[config.mk]
export PLATFORM = sky130hd
export DESIGN_NAME = bfa_cfg
export DESIGN_NICKNAME = d
export VERILOG_FILES = /design/src/rtl/bfa_pkg.sv /design/src/rtl/bfa_cfg.sv
export SDC_FILE = /design/constraint.sdc
export NUM_CORES = 1
export LEC_CHECK = 0
export ABC_AREA = 1
export BUFFER_PORTS_ARGS = -buffer_cell sky130_fd_sc_hd__buf_2
export CAP_MARGIN = 20
export CORE_ASPECT_RATIO = 0.75
export CORE_UTILIZATION = 49
export CTS_BUF_LIST = sky130_fd_sc_hd__clkbuf_16
export DETAILED_ROUTE_END_ITERATION = 12
export PLACE_DENSITY = 0.81
export SYNTH_ARGS = -nofsm -noshare
export SYNTH_HDL_FRONTEND = slang
export SYNTH_SLANG_ARGS = --single-unit
[constraint.sdc]
create_clock -name clk -period 1.1 [get_ports clk]
set_input_delay 0.055 -clock clk [delete_from_list [all_inputs] [get_ports clk]]
set_output_delay 0.055 -clock clk [all_outputs]
set_load 0.05 [all_outputs]
[src/rtl/bfa_pkg.sv]
// ----------------------------------------------------------------------------
// bfa_pkg
// Shared widths, operation and status codes, register map and types of the
// bitmap frame allocator.
// ----------------------------------------------------------------------------
package bfa_pkg;

	localparam int FRAME_BITS     = 20;
	localparam int COUNT_BITS     = 16;
	localparam int DEF_MAX_FRAMES = 32768;
	// byte index reachable with a 16-bit frame offset
	localparam int BIDX_BITS      = COUNT_BITS - 3;

	// operations
	localparam logic [1:0] OP_INIT  = 2'd0;
	localparam logic [1:0] OP_ALLOC = 2'd1;
	localparam logic [1:0] OP_MARK  = 2'd2;

	// result status
	localparam logic [2:0] ST_OK       = 3'd0;
	localparam logic [2:0] ST_NO_FREE  = 3'd1;
	localparam logic [2:0] ST_RANGE    = 3'd2;
	localparam logic [2:0] ST_USED     = 3'd3;
	localparam logic [2:0] ST_BAD_SIZE = 3'd4;

	// register map, register index = paddr[3:2]
	localparam int         ADDR_BITS      = 4;
	localparam logic [1:0] REG_POOL_BASE  = 2'd0;
	localparam logic [1:0] REG_POOL_COUNT = 2'd1;
	localparam logic [1:0] REG_INFO_FRAME = 2'd2;

	// bitmap byte patterns, MSB is the lowest frame of the byte
	localparam logic [7:0] BYTE_ALL_FREE   = 8'hFF;
	localparam logic [7:0] BYTE_FIRST_RSVD = 8'h7F;
	localparam logic [7:0] BIT_MSB         = 8'h80;

	typedef struct packed {
		logic [FRAME_BITS-1:0] pool_base;
		logic [COUNT_BITS-1:0] pool_count;
		logic [FRAME_BITS-1:0] info_frame;
	} cfg_t;

	typedef struct packed {
		logic                 we;
		logic [BIDX_BITS-1:0] waddr;
		logic [7:0]           wdata;
		logic [BIDX_BITS-1:0] raddr;
	} mem_req_t;

endpackage

[src/rtl/bfa_cfg.sv]
// ----------------------------------------------------------------------------
// bfa_cfg
// APB register block: pool base, pool frame count and info frame number.
// ----------------------------------------------------------------------------
module bfa_cfg import bfa_pkg::*; (
	input  logic                 clk,
	input  logic                 arst_n,
	input  logic                 psel,
	input  logic                 penable,
	input  logic                 pwrite,
	input  logic [ADDR_BITS-1:0] paddr,
	input  logic [31:0]          pwdata,
	output logic [31:0]          prdata,
	output logic                 pready,
	output cfg_t                 cfg
);

	logic [1:0] reg_idx;
	logic       wr_en;
	cfg_t       cfg_q;

	assign reg_idx = paddr[3:2];
	assign pready  = 1'b1;
	assign wr_en   = psel && penable && pwrite && pready;
	assign cfg     = cfg_q;

	always_ff @(posedge clk or negedge arst_n) begin
		if (!arst_n) begin
			cfg_q <= '0;
		end else if (wr_en) begin
			case (reg_idx)
				REG_POOL_BASE:  cfg_q.pool_base  <= pwdata[FRAME_BITS-1:0];
				REG_POOL_COUNT: cfg_q.pool_count <= pwdata[COUNT_BITS-1:0];
				REG_INFO_FRAME: cfg_q.info_frame <= pwdata[FRAME_BITS-1:0];
				default: ;
			endcase
		end
	end

	always_comb begin
		case (reg_idx)
			REG_POOL_BASE:  prdata = 32'(cfg_q.pool_base);
			REG_POOL_COUNT: prdata = 32'(cfg_q.pool_count);
			REG_INFO_FRAME: prdata = 32'(cfg_q.info_frame);
			default:        prdata = '0;
		endcase
	end

endmodule

# After elaboration in Yosys (flattened, before gate mapping)
# Index checks and enable logic that the tools add are counted.
# Widths: inputs -> output; s select.
# word_totals
regBits,56
inputBits,41
out_inout_bits,89
word_cells,12
# classes
eq_ne,2
mux,1
reduce_logical,6
# op_table
cell,n
$pmux 20 s3,1
$reduce_and 2->1,3
$eq 2x1->1 const B,1
$eq 2x2->1 const B,1
$logic_and 1x1->1,2
$logic_not 2->1,1

# Longest topological paths before layout
# logic_depth
depth_word,3
mapped_depth,7

# Least setup slack after synthesis
# Ideal clock, no wire load.
# synth_path
path_type,register to output
start,reg cfg_q (netlist bit cfg[20])
end,out prdata[0]
arrival_ps,1131
required_time_ps,1045
slack_ps,-86
stages_incl_launch_ff,3
n_path_buf,0
path_cell_list,dfrtp_1 nand2_1 nand3_1
# synth_between
elab_chain_len,1
# synth_rtl
item,line,source
from (decl),bfa_cfg.sv:20,cfg_t cfg_q;
$pmux 20 s3,bfa_cfg.sv:41,case (reg_idx)
to (decl),bfa_cfg.sv:13,"output logic [31:0] prdata,"
# Every way passes these cells.

# Worst setup path after layout
# layout_path
start,reg cfg_q (netlist bit cfg[1])
end,out prdata[1]
# Same word-level chain as after synthesis.

==> flow_summary_export.csv <==
group,metric,value,unit
pwr,p_leak,2.294,nW
global_route,first_global_vias,2400,
sta,rsz0062_at_grt,"yes",
cts,cts_buffers,5,
logic_synthesis,synth-seq-cells,56,
worst_setup_path,cp.required,1.04,ns
worst_setup_path,crit_type,"flop to primary output",
global_route,grt_pass1_wl,11.32,mm
worst_setup_path,worstPathCellList,"nand2_1, nand3_2, buf_4",
sta,fin_hold_ws,0.003924,ns
route,totalWireLength,7.239,mm
sta,min_period_over_period,99.03,%
finish,largest_reg_flops,56,
place,io_buffers,102,
sta,slew_viol_final,0,
logic_synthesis,synth_edf_count,0,
cts,clkTransAtPathRegs,0.06,ns
worst_setup_path,crit_buf_inv,1,
floorplanning,rows,22,
logic_synthesis,synth_cells,348,
floorplanning,core_area,0.005065,mm2
cts,cts_tree,"yes",
logic_synthesis,syn-cell-area,0.002658,mm2
pwr,power_density,2116,mW/mm2
cts,clock-sinks,56,
logic_synthesis,synth_most_common_cell,"nand2_1",
job,max-cap-violations,0,
logic_synthesis,synth.avg_cell_area,7.637,um2
sta,tns,0,ns
route,avgViaCountPerCell,4.761,
min_path,holdPathStages,3,
logic_synthesis,synth-async-reset-ratio,100.0,%
finish,area_growth,43.03,%
sta,setup_viol,0,
sta,hold_violations,0,
worst_setup_path,crit_family,"flip-flops",
global_route,overflow,0,
worst_setup_path,end_kind,"primary output",
sta,finClkSkew,0,ns
finish,antenna_cells,0,
route,drcViolationCount,0,
sta,fmax,918.0,MHz
floorplanning,chipWidth,87.04,um
floorplanning,dieArea,0.005725,mm2
outcome,status,"finished, final reports clean",
worst_setup_path,slowest_delay,0.41,ns
worst_setup_path,cp_num_cells,3,
cts,cts_buffer_depth,2,
global_route,antenna_found_initial,0,
worst_setup_path,cpMaxStageDelayCell,"dfrtp_1",
min_path,hp-class,"input port to flop",
logic_synthesis,synth.area.top_cells,"dfrtp_1 53%, nand2_1 33%, buf_4 4.8%",
route,drt_iter0_markers,93,
worst_setup_path,rr_worst_depth,3,
place,dpl.cell_count,524,
floorplanning,io_pins,130,
worst_setup_path,cp.arrival,1.03,ns
place,dp_hpwl,4.959,mm
finish,stdcell_count,553,
worst_setup_path,cp-start-kind,"flop",
route,first_pass_iters,4,
cts,clock_latency,0.28,ns
logic_synthesis,seq_area_frac_synth,52.73,%
pwr,peakVddDrop,1.081,mV
route,wl_per_cell,13.09,um
logic_synthesis,synth_top_area_cell,"dfrtp_1",
cts,htree_levels,2,
route,ant_nets,0,
route,vias,2633,
logic_synthesis,yosys.area.top_type_share,52.73,%
sta,period_minus_slack,1.089,ns
finish,final_nets,521,
floorplanning,die_h,65.78,um
finish,drive_gt1_share,37.01,%
place,place.gp.congestion,0.7689,
cts,clock-root-buffer,"clkbuf_16",
logic_synthesis,synth_ff_type,"dfrtp_1",
worst_setup_path,rr_startpoint,"cfg[6]",
min_path,hp-start,"pwdata[9]",
global_route,grt_max_degree,57,
logic_synthesis,synth_cell_type_count,14,
worst_setup_path,cp_max_fo,3,
global_route,grtUsageTotal,26.06,%
logic_synthesis,ys_top_cells_by_count,"233 x nand2_1, 56 x dfrtp_1, 17 x buf_4",
pwr,p_total,8.043,mW
worst_setup_path,crit_start,"cfg[1]",
floorplanning,initial_core_util,52.47,%
logic_synthesis,yosysWarnings,0,
layout by cell type, fill, tap and decap left out:
cell type | synthesis | layout
buf_12 | 0 | 2
inv_2 | 2 | 2
clkbuf_16 | 0 | 5
nor2_2 | 0 | 3
dfrtp_2 | 0 | 4
dfrtp_1 | 56 | 52
buf_4 | 17 | 34
nand3_2 | 1 | 17
nor2_4 | 2 | 2
conb_1 | 2 | 13
buf_6 | 5 | 15
nand2_4 | 1 | 1
clkinv_1 | 0 | 1
nand2_2 | 1 | 8
buf_8 | 0 | 3
buf_2 | 6 | 82
nand2_1 | 233 | 226
dlygate4sd3_1 | 0 | 6
inv_1 | 3 | 5
final cells by class:
type / instances / area [um2]
well taps: 72 / 90.09
clock inverters: 3 / 11.26
clock buffers: 5 / 125.1
fillers: 404 / 1264
repair buffers: 142 / 979.7
flip-flops and latches: 56 / 1406
inverters: 5 / 18.77
multi-input cells: 270 / 1170
layer usage:
layer,vias to the layer above,share of wire [%],track usage [%]
met2,117,49,44.49
met4,0,0.69,6.250
met3,6,6.5,4.619
met5,-,0,0
met1,1218,44,34.73
li1,1292,-,-
path summary, 6_finish.rpt:
check                             to  slack [ns]
setup reg to reg              cfg[6]        0.33
setup / recovery           prdata[1]        0.01
hold / removal               cfg[29]       0.004
hold reg to reg              cfg[37]        0.49
min in group asynchronous    cfg[38]        0.29
max in group asynchronous    cfg[55]        0.53
worst reg2reg max path: cells and delay by family (launching register included):
family / cells / cell delay (ns)
flip-flops: 1 / 0.42
buffers and inverters: 1 / 0.15
AND/OR/NAND/NOR: 2 / 0.10
per-stage QoR:
stage / instance area, um2 / utilization [%] / worst slack (ns)
CTS: 3610 / 71.27 / 0.002001
finish: 3801 / 75.05 / 0.01072
global placement: 3356 / 66.25 / 0.05845
floorplan: 2794 / - / 0.05851
detailed placement: 3356 / 66.25 / 0.02147
global route: 3801 / 75.05 / -0.03704
repair_timing:
action	4_1_cts	5_1_grt
setup buffers	0	15
resized for setup	21	26
hold buffers	6	0
endpoints found under the hold margin	64	0
pin swaps	0	17
setup endpoints to repair	17	20
where the power goes:
| group | total (mW) | internal (mW) | switching (mW) |
|---|---|---|---|
| Sequential | 2.86 | 2.49 | 0.368 |
| Clock | 1.48 | 0.821 | 0.658 |
| Combinational | 3.71 | 0.976 | 2.73 |
| Total | 8.04 | 4.28 | 3.76 |
kinds of logic (layout without fill, tap and decap cells):
group,after synthesis,in the layout,share of synthesized area [%]
and+or+nand+nor,257,257,38.23
DFF,56,56,52.73
other,2,13,0.2826
buffers and inverters,33,155,8.757
Note: power is estimated with default switching activity, not from simulation.
