$ cat config.mk
export PLATFORM = sky130hd
export DESIGN_NAME = bfa_ctrl_flat
export DESIGN_NICKNAME = d
export VERILOG_FILES = /design/src/rtl/bfa_pkg.sv /design/src/rtl/bfa_if.sv /design/src/rtl/bfa_ctrl.sv /design/src/flat_wrapper.sv
export SDC_FILE = /design/constraint.sdc
export NUM_CORES = 1
export LEC_CHECK = 0
export BUFFER_PORTS_ARGS = -buffer_cell sky130_fd_sc_hd__buf_2
export CORE_MARGIN = 2
export CORE_UTILIZATION = 54
export CTS_CLUSTER_SIZE = 25
export DETAILED_ROUTE_END_ITERATION = 8
export GPL_TIMING_DRIVEN = 0
export HOLD_SLACK_MARGIN = 0.15
export MAX_ROUTING_LAYER = met4
export PLACE_DENSITY = 0.72
export SETUP_SLACK_MARGIN = 0.4
export SYNTH_ARGS = -nofsm -noshare
export SYNTH_HDL_FRONTEND = slang
export SYNTH_SLANG_ARGS = --single-unit
export TNS_END_PERCENT = 50
$ cat constraint.sdc
create_clock -name clk -period 8.7 [get_ports clk]
set_clock_uncertainty 0.15 [all_clocks]
set_input_delay 0.435 -clock clk [delete_from_list [all_inputs] [get_ports clk]]
set_output_delay 0.435 -clock clk [all_outputs]
set_load 0.02 [all_outputs]
$ cat src/rtl/bfa_pkg.sv
// ----------------------------------------------------------------------------
// bfa_pkg
// Shared widths, operation and status codes, register map and types of the
// bitmap frame allocator.
// ----------------------------------------------------------------------------
package bfa_pkg;

	localparam int FRAME_BITS     = 20;
	localparam int COUNT_BITS     = 16;
	localparam int DEF_MAX_FRAMES = 32768;
	// byte index reachable with a 16-bit frame offset
	localparam int BIDX_BITS      = COUNT_BITS - 3;

	// operations
	localparam logic [1:0] OP_INIT  = 2'd0;
	localparam logic [1:0] OP_ALLOC = 2'd1;
	localparam logic [1:0] OP_MARK  = 2'd2;

	// result status
	localparam logic [2:0] ST_OK       = 3'd0;
	localparam logic [2:0] ST_NO_FREE  = 3'd1;
	localparam logic [2:0] ST_RANGE    = 3'd2;
	localparam logic [2:0] ST_USED     = 3'd3;
	localparam logic [2:0] ST_BAD_SIZE = 3'd4;

	// register map, register index = paddr[3:2]
	localparam int         ADDR_BITS      = 4;
	localparam logic [1:0] REG_POOL_BASE  = 2'd0;
	localparam logic [1:0] REG_POOL_COUNT = 2'd1;
	localparam logic [1:0] REG_INFO_FRAME = 2'd2;

	// bitmap byte patterns, MSB is the lowest frame of the byte
	localparam logic [7:0] BYTE_ALL_FREE   = 8'hFF;
	localparam logic [7:0] BYTE_FIRST_RSVD = 8'h7F;
	localparam logic [7:0] BIT_MSB         = 8'h80;

	typedef struct packed {
		logic [FRAME_BITS-1:0] pool_base;
		logic [COUNT_BITS-1:0] pool_count;
		logic [FRAME_BITS-1:0] info_frame;
	} cfg_t;

	typedef struct packed {
		logic                 we;
		logic [BIDX_BITS-1:0] waddr;
		logic [7:0]           wdata;
		logic [BIDX_BITS-1:0] raddr;
	} mem_req_t;

endpackage

$ cat src/rtl/bfa_if.sv
// ----------------------------------------------------------------------------
// bfa_if
// Request and response channels of the bitmap frame allocator.
// ----------------------------------------------------------------------------
interface bfa_req_if import bfa_pkg::*; ();
	logic                  valid;
	logic                  ready;
	logic [1:0]            operation;
	logic [FRAME_BITS-1:0] range_start;
	logic [COUNT_BITS-1:0] range_count;

	modport source(output valid, operation, range_start, range_count, input ready);
	modport sink(input valid, operation, range_start, range_count, output ready);
endinterface

interface bfa_rsp_if import bfa_pkg::*; ();
	logic                  valid;
	logic                  ready;
	logic [FRAME_BITS-1:0] frame_number;
	logic [2:0]            status;
	logic [COUNT_BITS-1:0] free_frames;

	modport source(output valid, frame_number, status, free_frames, input ready);
	modport sink(input valid, frame_number, status, free_frames, output ready);
endinterface

$ cat src/rtl/bfa_ctrl.sv
// ----------------------------------------------------------------------------
// bfa_ctrl
// Operation sequencer: init sweep writing the bitmap RAM, first-fit byte scan
// and per-frame range marking as read-modify-write on it, plus the free
// counter and the result register.
// ----------------------------------------------------------------------------
module bfa_ctrl import bfa_pkg::*; #(
	parameter int MAX_FRAMES = DEF_MAX_FRAMES
) (
	input  logic            clk,
	input  logic            arst_n,
	input  cfg_t            cfg,
	bfa_req_if.sink         req,
	bfa_rsp_if.source       rsp,
	output mem_req_t        mem_req,
	input  logic [7:0]      mem_rdata
);

	localparam logic [2:0] S_IDLE   = 3'd0;
	localparam logic [2:0] S_INIT   = 3'd1;
	localparam logic [2:0] S_SCAN   = 3'd2;
	localparam logic [2:0] S_MK_CHK = 3'd3;
	localparam logic [2:0] S_MK_WR  = 3'd4;
	localparam logic [2:0] S_DONE   = 3'd5;

	// leading set bit, 0 is the MSB
	function automatic logic [2:0] first_set(input logic [7:0] b);
		logic [2:0] pos;
		pos = '0;
		for (int j = 0; j < 8; j++) begin
			if (b[j]) begin
				pos = 3'(7 - j);
			end
		end
		return pos;
	endfunction

	logic [2:0]            state_q;
	logic [COUNT_BITS-1:0] cnt_q;
	logic [BIDX_BITS:0]    idx_q;
	logic [BIDX_BITS:0]    nbytes_q;
	logic [COUNT_BITS-1:0] n_q;
	logic [COUNT_BITS-1:0] k_q;
	logic [COUNT_BITS-1:0] kcount_q;
	logic [FRAME_BITS:0]   f_q;
	logic [FRAME_BITS:0]   hi_q;
	logic                  rv_s1;
	logic [BIDX_BITS-1:0]  ridx_s1;
	logic [2:0]            res_status_q;
	logic [FRAME_BITS-1:0] res_frame_q;
	logic                  ov_q;
	logic [FRAME_BITS-1:0] oframe_q;
	logic [2:0]            ostatus_q;
	logic [COUNT_BITS-1:0] ofree_q;

	logic                  accept_c;
	logic                  out_load_c;
	logic [COUNT_BITS-1:0] n_c;
	logic                  bad_size_c;
	logic                  rsvd_c;
	logic                  iss_c;
	logic                  last_c;
	logic [7:0]            tail_mask_c;
	logic [7:0]            masked_c;
	logic [2:0]            pos_c;
	logic                  found_c;
	logic [FRAME_BITS:0]   base_c;
	logic [FRAME_BITS:0]   off_c;
	logic [COUNT_BITS-1:0] off16_c;
	logic                  in_rng_c;
	logic [7:0]            bitm_c;
	logic                  bit_free_c;

	assign req.ready        = (state_q == S_IDLE);
	assign accept_c         = req.valid && req.ready;
	assign out_load_c       = (state_q == S_DONE) && (!ov_q || rsp.ready);
	assign rsp.valid        = ov_q;
	assign rsp.frame_number = oframe_q;
	assign rsp.status       = ostatus_q;
	assign rsp.free_frames  = ofree_q;

	// pool size clipped to capacity
	assign n_c = (32'(cfg.pool_count) > MAX_FRAMES) ? COUNT_BITS'(MAX_FRAMES)
	                                                : cfg.pool_count;
	assign bad_size_c = (cfg.pool_count[2:0] != 3'd0) ||
	                    (32'(cfg.pool_count) > MAX_FRAMES);
	assign rsvd_c     = (cfg.info_frame == '0);

	// scan: issue one byte read a cycle, check the byte that returns
	assign iss_c       = (idx_q < nbytes_q);
	assign last_c      = (({1'b0, ridx_s1} + 1'b1) == nbytes_q);
	assign tail_mask_c = (last_c && (n_q[2:0] != 3'd0)) ? ~(BYTE_ALL_FREE >> n_q[2:0])
	                                                    : BYTE_ALL_FREE;
	assign masked_c    = mem_rdata & tail_mask_c;
	assign pos_c       = first_set(masked_c);
	assign found_c     = rv_s1 && (masked_c != 8'd0);

	// mark: current frame relative to the pool
	assign base_c     = {1'b0, cfg.pool_base};
	assign off_c      = f_q - base_c;
	assign off16_c    = off_c[COUNT_BITS-1:0];
	assign in_rng_c   = (f_q >= base_c) && (f_q < hi_q);
	assign bitm_c     = BIT_MSB >> off16_c[2:0];
	assign bit_free_c = ((mem_rdata & bitm_c) != 8'd0);

	always_comb begin
		mem_req.we    = 1'b0;
		mem_req.waddr = off16_c[COUNT_BITS-1:3];
		mem_req.wdata = mem_rdata & ~bitm_c;
		mem_req.raddr = (state_q == S_SCAN) ? idx_q[BIDX_BITS-1:0]
		                                    : off16_c[COUNT_BITS-1:3];
		case (state_q)
			S_INIT: begin
				mem_req.we    = 1'b1;
				mem_req.waddr = idx_q[BIDX_BITS-1:0];
				mem_req.wdata = (idx_q == '0 && rsvd_c) ? BYTE_FIRST_RSVD : BYTE_ALL_FREE;
			end
			S_SCAN: begin
				mem_req.we    = found_c;
				mem_req.waddr = ridx_s1;
				mem_req.wdata = mem_rdata & ~(BIT_MSB >> pos_c);
			end
			S_MK_WR: begin
				mem_req.we = bit_free_c;
			end
			default: ;
		endcase
	end

	always_ff @(posedge clk or negedge arst_n) begin
		if (!arst_n) begin
			state_q <= S_IDLE;
			cnt_q   <= '0;
			rv_s1   <= 1'b0;
			ov_q    <= 1'b0;
		end else begin
			if (out_load_c) begin
				ov_q      <= 1'b1;
				oframe_q  <= res_frame_q;
				ostatus_q <= res_status_q;
				ofree_q   <= cnt_q;
			end else if (rsp.ready) begin
				ov_q <= 1'b0;
			end

			case (state_q)
				S_IDLE: begin
					rv_s1 <= 1'b0;
					if (accept_c) begin
						res_frame_q  <= '0;
						res_status_q <= ST_OK;
						idx_q        <= '0;
						case (req.operation)
							OP_INIT: begin
								nbytes_q <= {1'b0, cfg.pool_count[COUNT_BITS-1:3]};
								if (bad_size_c) begin
									res_status_q <= ST_BAD_SIZE;
									state_q      <= S_DONE;
								end else if (cfg.pool_count == '0) begin
									cnt_q   <= '0;
									state_q <= S_DONE;
								end else begin
									cnt_q   <= cfg.pool_count - COUNT_BITS'(rsvd_c);
									state_q <= S_INIT;
								end
							end
							OP_ALLOC: begin
								n_q      <= n_c;
								nbytes_q <= (BIDX_BITS+1)'(({1'b0, n_c} + 17'd7) >> 3);
								if (cnt_q == '0 || n_c == '0) begin
									res_status_q <= ST_NO_FREE;
									state_q      <= S_DONE;
								end else begin
									state_q <= S_SCAN;
								end
							end
							OP_MARK: begin
								k_q      <= '0;
								kcount_q <= req.range_count;
								f_q      <= {1'b0, req.range_start};
								hi_q     <= base_c + (FRAME_BITS+1)'(n_c);
								state_q  <= S_MK_CHK;
							end
							default: begin
								state_q <= S_DONE;
							end
						endcase
					end
				end

				S_INIT: begin
					idx_q <= idx_q + 1'b1;
					if ((idx_q + 1'b1) == nbytes_q) begin
						state_q <= S_DONE;
					end
				end

				S_SCAN: begin
					rv_s1   <= iss_c;
					ridx_s1 <= idx_q[BIDX_BITS-1:0];
					idx_q   <= idx_q + (BIDX_BITS+1)'(iss_c);
					if (found_c) begin
						// drop the read still in flight
						rv_s1       <= 1'b0;
						cnt_q       <= cnt_q - 1'b1;
						res_frame_q <= cfg.pool_base + FRAME_BITS'({ridx_s1, pos_c});
						state_q     <= S_DONE;
					end else if (rv_s1 && last_c) begin
						rv_s1        <= 1'b0;
						res_status_q <= ST_NO_FREE;
						state_q      <= S_DONE;
					end
				end

				S_MK_CHK: begin
					if (k_q == kcount_q) begin
						state_q <= S_DONE;
					end else if (!in_rng_c) begin
						res_status_q <= ST_RANGE;
						state_q      <= S_DONE;
					end else begin
						state_q <= S_MK_WR;
					end
				end

				S_MK_WR: begin
					if (!bit_free_c) begin
						res_status_q <= ST_USED;
						state_q      <= S_DONE;
					end else begin
						if (cnt_q != '0) begin
							cnt_q <= cnt_q - 1'b1;
						end
						k_q     <= k_q + 1'b1;
						f_q     <= f_q + 1'b1;
						state_q <= S_MK_CHK;
					end
				end

				S_DONE: begin
					if (out_load_c) begin
						state_q <= S_IDLE;
					end
				end

				default: begin
					state_q <= S_IDLE;
				end
			endcase
		end
	end

endmodule

$ cat src/flat_wrapper.sv
// flat-port wrapper written by rule: the top's interface ports become plain ports
module bfa_ctrl_flat import bfa_pkg::*;
#(
	parameter int MAX_FRAMES = DEF_MAX_FRAMES
)
  (clk, arst_n, cfg, mem_req, mem_rdata, req_valid, req_operation, req_range_start, req_range_count, req_ready, rsp_valid, rsp_frame_number, rsp_status, rsp_free_frames, rsp_ready);
  bfa_req_if req_i ();
  bfa_rsp_if rsp_i ();
  input  logic clk;
  input  logic arst_n;
  input  cfg_t cfg;
  output mem_req_t mem_req;
  input  logic [7:0] mem_rdata;
  input wire logic [$bits(req_i.valid)-1:0] req_valid;
  input wire logic [$bits(req_i.operation)-1:0] req_operation;
  input wire logic [$bits(req_i.range_start)-1:0] req_range_start;
  input wire logic [$bits(req_i.range_count)-1:0] req_range_count;
  output wire logic [$bits(req_i.ready)-1:0] req_ready;
  output wire logic [$bits(rsp_i.valid)-1:0] rsp_valid;
  output wire logic [$bits(rsp_i.frame_number)-1:0] rsp_frame_number;
  output wire logic [$bits(rsp_i.status)-1:0] rsp_status;
  output wire logic [$bits(rsp_i.free_frames)-1:0] rsp_free_frames;
  input wire logic [$bits(rsp_i.ready)-1:0] rsp_ready;
  assign req_i.valid = req_valid;
  assign req_i.operation = req_operation;
  assign req_i.range_start = req_range_start;
  assign req_i.range_count = req_range_count;
  assign req_ready = req_i.ready;
  assign rsp_valid = rsp_i.valid;
  assign rsp_frame_number = rsp_i.frame_number;
  assign rsp_status = rsp_i.status;
  assign rsp_free_frames = rsp_i.free_frames;
  assign rsp_i.ready = rsp_ready;
  bfa_ctrl #(.MAX_FRAMES(MAX_FRAMES)) u_core (.clk(clk), .arst_n(arst_n), .cfg(cfg), .req(req_i), .rsp(rsp_i), .mem_req(mem_req), .mem_rdata(mem_rdata));
endmodule
== Word level (Yosys, flattened, before mapping) ==
Cells that the tools add are included.
Cells by class
  shift operators: 3
  add/subtract/negate cells: 11
  eq/ne operators: 25
  muxes and demuxes: 64
  magnitude comparators: 4
  bitwise gates (word level): 7
  reductions and logical operators: 41
  divide/modulo/power cells: 0
  $mul: 0
Operator list (count)
  $mux 16: 11
  $pmux 21 s2: 2
  $mux 3: 25
  $mux 21: 3
  $logic_not 16->1: 3
  $pmux 16 s3: 1
  $pmux 14 s3: 1
  $mux 20: 2
  $pmux 20 s2: 1
  $and 8x8->8: 4
  $pmux 16 s2: 1
  $eq 14x14->1: 2
  $pmux 14 s2: 1
  $not 8->8: 3
  $shr 8x3->8 const A: 3
  $add 20x16->21: 1
  $add 21x1->21 const B: 1
  $ge 21x20->1: 1
  $lt 21x21->1: 1
  $add 20x16->20: 1
  $logic_not 20->1: 1
  $reduce_and 4->1: 5
  $ne 2x2->1 const B: 9
  $pmux 3 s6: 1
  43 further kinds: 71
Word-level totals
  bits in read-only memories: 0
  logic and storage cells: 172
  memories: 0
  bits in latches: 0
  memory bits (writable): 0
  flip-flop bits (word level): 201
  output and inout port bits: 76

== Depth between registers and ports, before layout ==
  word-level depth: 17
  mapped depth: 24

== Worst setup path after synthesis ==
Ideal clock, no wire load.
  path type: input port to flip-flop
  from: input cfg[25] (netlist bit)
  to: register u_core.hi_q[18], data pin
  path slack: 3.717 ns
  stages on the path: 23
  data arrival time: 4.575 ns
  library setup time: 0.258 ns
  path buffers: 2
  cells stage by stage: clkbuf_1 -> nor3_1 -> nand2_1 -> nor3_1 -> nand4_1 -> o21ai_0 -> clkbuf_1 -> and2_1 -> ha_1 -> nor2b_1 -> o21ai_0 -> a21boi_0 -> o21ai_0 -> a21boi_0 -> o21ai_0 -> a21boi_0 -> o21ai_0 -> a21boi_0 -> o21ai_0 -> a21oi_1 -> o31ai_1 -> a21oi_1 -> xnor2_1
On the way
  longest elaborated chain between the ends: 3
Ends and longest elaborated chain
  from (decl): RTL line flat_wrapper.sv:11  | input cfg_t cfg;
  $gt 16x16->1: RTL line bfa_ctrl.sv:83  | assign n_c = (32'(cfg.pool_count) > MAX_FRAMES) ? COUNT_BITS'(MAX_FRAMES)
  $mux 16: RTL line bfa_ctrl.sv:83
  net u_core.n_c[2]: RTL line bfa_ctrl.sv:58  | logic [COUNT_BITS-1:0] n_c;
  $add 20x16->21: RTL line bfa_ctrl.sv:181  | hi_q <= base_c + (FRAME_BITS+1)'(n_c);
  to (signal assigned): RTL line bfa_ctrl.sv:181
  to (decl): RTL line bfa_ctrl.sv:46  | logic [FRAME_BITS:0] hi_q;
The timed path passes the listed nets, and every way through them passes these cells.
A chain may end at the register's enable or synchronous reset.

== Final worst setup path ==
  from: register u_core.ridx_s1[0]
  to: register u_core.res_frame_q[18], data pin
On the way
  longest elaborated chain between the ends: 16
Ends and longest elaborated chain
  from (decl): RTL line bfa_ctrl.sv:48  | logic [BIDX_BITS-1:0] ridx_s1;
  from (signal assigned): RTL line bfa_ctrl.sv:200  | ridx_s1 <= idx_q[BIDX_BITS-1:0];
  $add 13x1->14: RTL line bfa_ctrl.sv:91  | assign last_c = (({1'b0, ridx_s1} + 1'b1) == nbytes_q);
  $eq 14x14->1: RTL line bfa_ctrl.sv:91
  $logic_and 1x1->1: RTL line bfa_ctrl.sv:92  | assign tail_mask_c = (last_c && (n_q[2:0] != 3'd0)) ? ~(BYTE_ALL_FREE >> n_q[2:0])
  $mux 8: RTL line bfa_ctrl.sv:92
  $and 8x8->8: RTL line bfa_ctrl.sv:94  | assign masked_c = mem_rdata & tail_mask_c;
  $mux 3 (8 in a row): RTL line bfa_ctrl.sv:31  | if (b[j]) begin
  $add 20x16->20 (*): RTL line bfa_ctrl.sv:206  | res_frame_q <= cfg.pool_base + FRAME_BITS'({ridx_s1, pos_c});
  $mux 20 (*): RTL line bfa_ctrl.sv:202  | if (found_c) begin
  $pmux 20 s2 (*): RTL line bfa_ctrl.sv:146  | case (state_q)
  to (signal assigned): RTL line bfa_ctrl.sv:206
  to (decl): RTL line bfa_ctrl.sv:50  | logic [FRAME_BITS-1:0] res_frame_q;
Every way passes the cells marked *; elsewhere a longest branch is shown, timed or not. The select of a mux whose other input is x is not followed.

==> key figures <==
Synthesis
  • Main area contributors after synthesis: edfxtp_1 (38%), ha_1 (8.3%), xor2_1 (4.6%)
  • Main synth FF type: edfxtp_1
  • Share of the synthesized area in the top cell type: 0.378
  • Synth Register Bits: 201
  • Cell with the most instances after synthesis: edfxtp_1
  • Synth Warn #: 0
  • Post-synthesis cell type count: 89
  • Mean Syn Cell Area: 9.45 um^2
  • Area of the mapped netlist: 0.0143 mm^2
  • Synth area leader: edfxtp_1
  • Asr flop ratio synth: 0.104
  • Most common library cells after synthesis: edfxtp_1 (180), nand2_1 (149), o21ai_0 (131)
  • Sequential share of the synthesized area: 0.415
  • Synth Instances: between 1500 and 2000
  • Synthesized Nets: around 1700
  • Post-synth EDFFs: 180

Clock network
  • CTS tree: built
  • Clock Root Buffer: clkbuf_16
  • CTS Hold Buffers Added: 40
  • Inserted Clock Buffers: 23
  • Htree depth: 1
  • Clk slew on worst S/H paths: 0.06 ns
  • Postcts setup bufs: 0
  • Clk_lat worst skew: 0.54 ns
  • Clock Tree Buf Depth: 3
  • Post-CTS sizing: 0
  • Clk sinks: 201

Power
  • Peak supply drop: approximately 0.17 mV
  • Power density cells: 233 mW/mm^2
  • Total power: 3.94 mW
  • Leakage: 6.76 nW

Finish
  • Share of layout cells above drive strength 1: 0.151
  • Combined area of the multi-input logic cells: 0.00776 mm^2
  • Fill count: 2130
  • FF+latch area: between 0.005 and 0.006 mm^2
  • Fin area: 0.0169 mm^2
  • Fin nets: approximately 2000
  • Final non-filler cell total: 2112
  • Area Overhead vs Synth: 18.3%

Critical path
  • Slack of the worst reg-to-reg path: 3.03 ns
  • CP Buf/Inv Count: 2
  • Worst Reg2Reg Path Length in Cells: 21
  • Crit path top cell by count: nor2_1
  • Max stage delay on crit path: 0.68 ns
  • Worst setup path class: reg2reg
  • CP Capture Type: register
  • Critical Path AT: 5.79 ns
  • Worst r2r dst: u_core.res_frame_q[18]
  • Req. time, crit path: 8.82 ns
  • CP Launch Type: register
  • CP delay by family, top: simple AND/OR/NAND/NOR gates
  • Worst path slowest cell: nor4b_1
  • Origin of the critical flop-to-flop path: u_core.ridx_s1[0]
  • CP Cell Sequence: ha_1 > clkbuf_8 > nand2_1 > nor4b_1 > o211ai_4 > nor3_4 > a21oi_1 > nor2_1 > nor2_1 > nor3_1 > nor2_1 > or2_2 > inv_1 > ha_1 > ha_1 > o21a_1 > a21o_1 > a311oi_2 > a211oi_1 > xnor2_1 > nor2_1
  • Highest net fanout along the worst path: 9

Drt
  • Final WL: 44500 um
  • DR WL/cell: 21.1 um
  • DR vias/cell: 6.12
  • Initial DRC count: around 1300
  • Drt drc: 0
  • Post-DRT Antenna Nets: 0
  • DR vias: 12916
  • Number of detailed-route iterations in the first pass: 7

Timing
  • Post-layout min period: 5.67 ns
  • Slew headroom: 0.196
  • Slew @ Worst Pin: roughly 1.2 ns
  • Period Utilization, post-route: 0.652
  • Final Hold Vio Count: 0
  • RSZ-0062 raised after global routing: no
  • Peak Freq: 176 MHz
  • Setup-failing EPs final: 0
  • Setup TNS: 0 ns
  • Final slew viol count: 0

Global route
  • Initial antenna violation count: 3
  • Global-route usage over all layers: 0.324
  • First-pass GRT wire length: 68500 um
  • Largest net degree at the start of global routing: 38
  • Vias in the first global route: between 10000 and 15000
  • Global route overflow: 0

Worst hold path
  • Hold depth: 2
  • Worst Hold Launch: cfg[36]
  • Hold endpoint: u_core.hi_q[0]
  • Worst min path class: in2reg

Place
  • Placed cell area: roughly 0.016 mm^2
  • Gpl congestion: approximately 1
  • # port buffers: between 150 and 200
  • Placed Instances: 2028
  • Dpl hpwl: about 34000 um

Floorplan
  • Ports: 182
  • Die Area: 0.0278 mm^2
  • Initial Utilization: 0.549
  • Die X: 167 um
  • Core area: approximately 0.026 mm^2
  • Die height: 167 um
  • Site row count: 59

Outcome
  • Status: finished, final reports clean

Run
  • MaxCap Viol Count: 0
## metal layers
| metal | routed length [um] | up-vias | track usage |
|---|---|---|---|
| met5 | 0 | - | - |
| met4 | 1150 | 0 | 0.0930 |
| met3 | 3620 | 84 | 0.0547 |
| met2 | 21500 | 581 | 0.529 |
| met1 | 18300 | 6225 | 0.417 |
| li1 | - | 6026 | - |
## area by class of cell
type                       instances  share of cell area
multi-input combinational       1155               0.459
sequential                       201               0.351
timing repair buffer             220              0.0813
clock buffer                      30              0.0380
tap                              335              0.0248
inverter                          93              0.0206
buffer                            64              0.0169
clock inverter                    12             0.00821
antenna                            2            0.000296
## flip-flops by register name, summed over array words and instances, names as in the netlist, 16 cells and up
signal / count
u_core.kcount_q: 16
u_core.f_q: 21
u_core.hi_q: 21
u_core.rsp.free_frames: 16
u_core.res_frame_q: 20
u_core.rsp.frame_number: 20
u_core.k_q: 16
u_core.cnt_q: 16
## where the power goes
part / total [mW] / internal, mW / switching, mW
combinational: 1.53 / 0.523 / 1.00
clock: 1.01 / 0.586 / 0.421
sequential: 1.41 / 1.26 / 0.143
## cells by family (layout without fill, tap and decap cells)
logic type	count (synthesis)	in the layout	share of synthesized area
and+or+nand+nor	514	514	0.177
adders and majority gates	98	98	0.0869
xor gates and xnor gates	141	141	0.0873
other	1	3	0.000262
buffers and inverters	157	419	0.0445
DFF	201	201	0.415
AOI/OAI and AO/OA	393	393	0.181
muxes	8	8	0.00753
## how the worst max path moves through the flow
| stage | cells past startpoint | to | start |
|---|---|---|---|
| global placement | 23 | u_core.hi_q[18] | cfg[25] |
| floorplan | 23 | u_core.hi_q[18] | cfg[25] |
| global route | 23 | u_core.hi_q[18] | cfg[25] |
| detailed placement | 23 | u_core.hi_q[18] | cfg[25] |
| finish | 21 | u_core.res_frame_q[18] | u_core.ridx_s1[0] |
| CTS | 21 | u_core.res_frame_q[18] | u_core.ridx_s1[0] |
## cells in the final DEF (no fill, tap or decap), types with 7 or more instances in the layout
master and n:
a211oi_1 10, a21boi_0 8, a21o_1 25, a21oi_1 76, a22o_1 18, a22oi_1 15
a31oi_1 17, and2_1 13, and3_1 22, buf_2 177, clkbuf_1 58, clkbuf_16 23
clkbuf_8 7, dfrtp_1 21, dlygate4sd3_1 40, edfxtp_1 180, ha_1 95, inv_1 93
nand2_1 149, nand2b_1 10, nand3_1 49, nand4_1 19, nor2_1 123, nor2b_1 22
nor3_1 31, nor3b_1 7, nor4_1 17, o21a_1 12, o21ai_0 131, o22ai_1 11
o31ai_1 10, or3_1 9, xnor2_1 65, xor2_1 75
## stage by stage
step	hold WS (ns)	util	setup WS, ns
after floorplan	-0.0106	-	3.72
after global placement	0.251	0.599	2.94
after detailed placement	0.255	0.603	2.77
after CTS	0.153	0.649	3.13
after global routing	0.165	0.649	2.37
final	0.172	0.649	3.03
## worst reg2reg max path: cells and delay by family (launching register included)
family	cells	cell delay [ns]
simple gates	9	2.31
flops	1	0.66
xor+xnor	1	0.17
compound gates	6	1.24
fa+ha+maj	3	0.63
buf+inv	2	0.27
(Power assumes the default switching activity.)
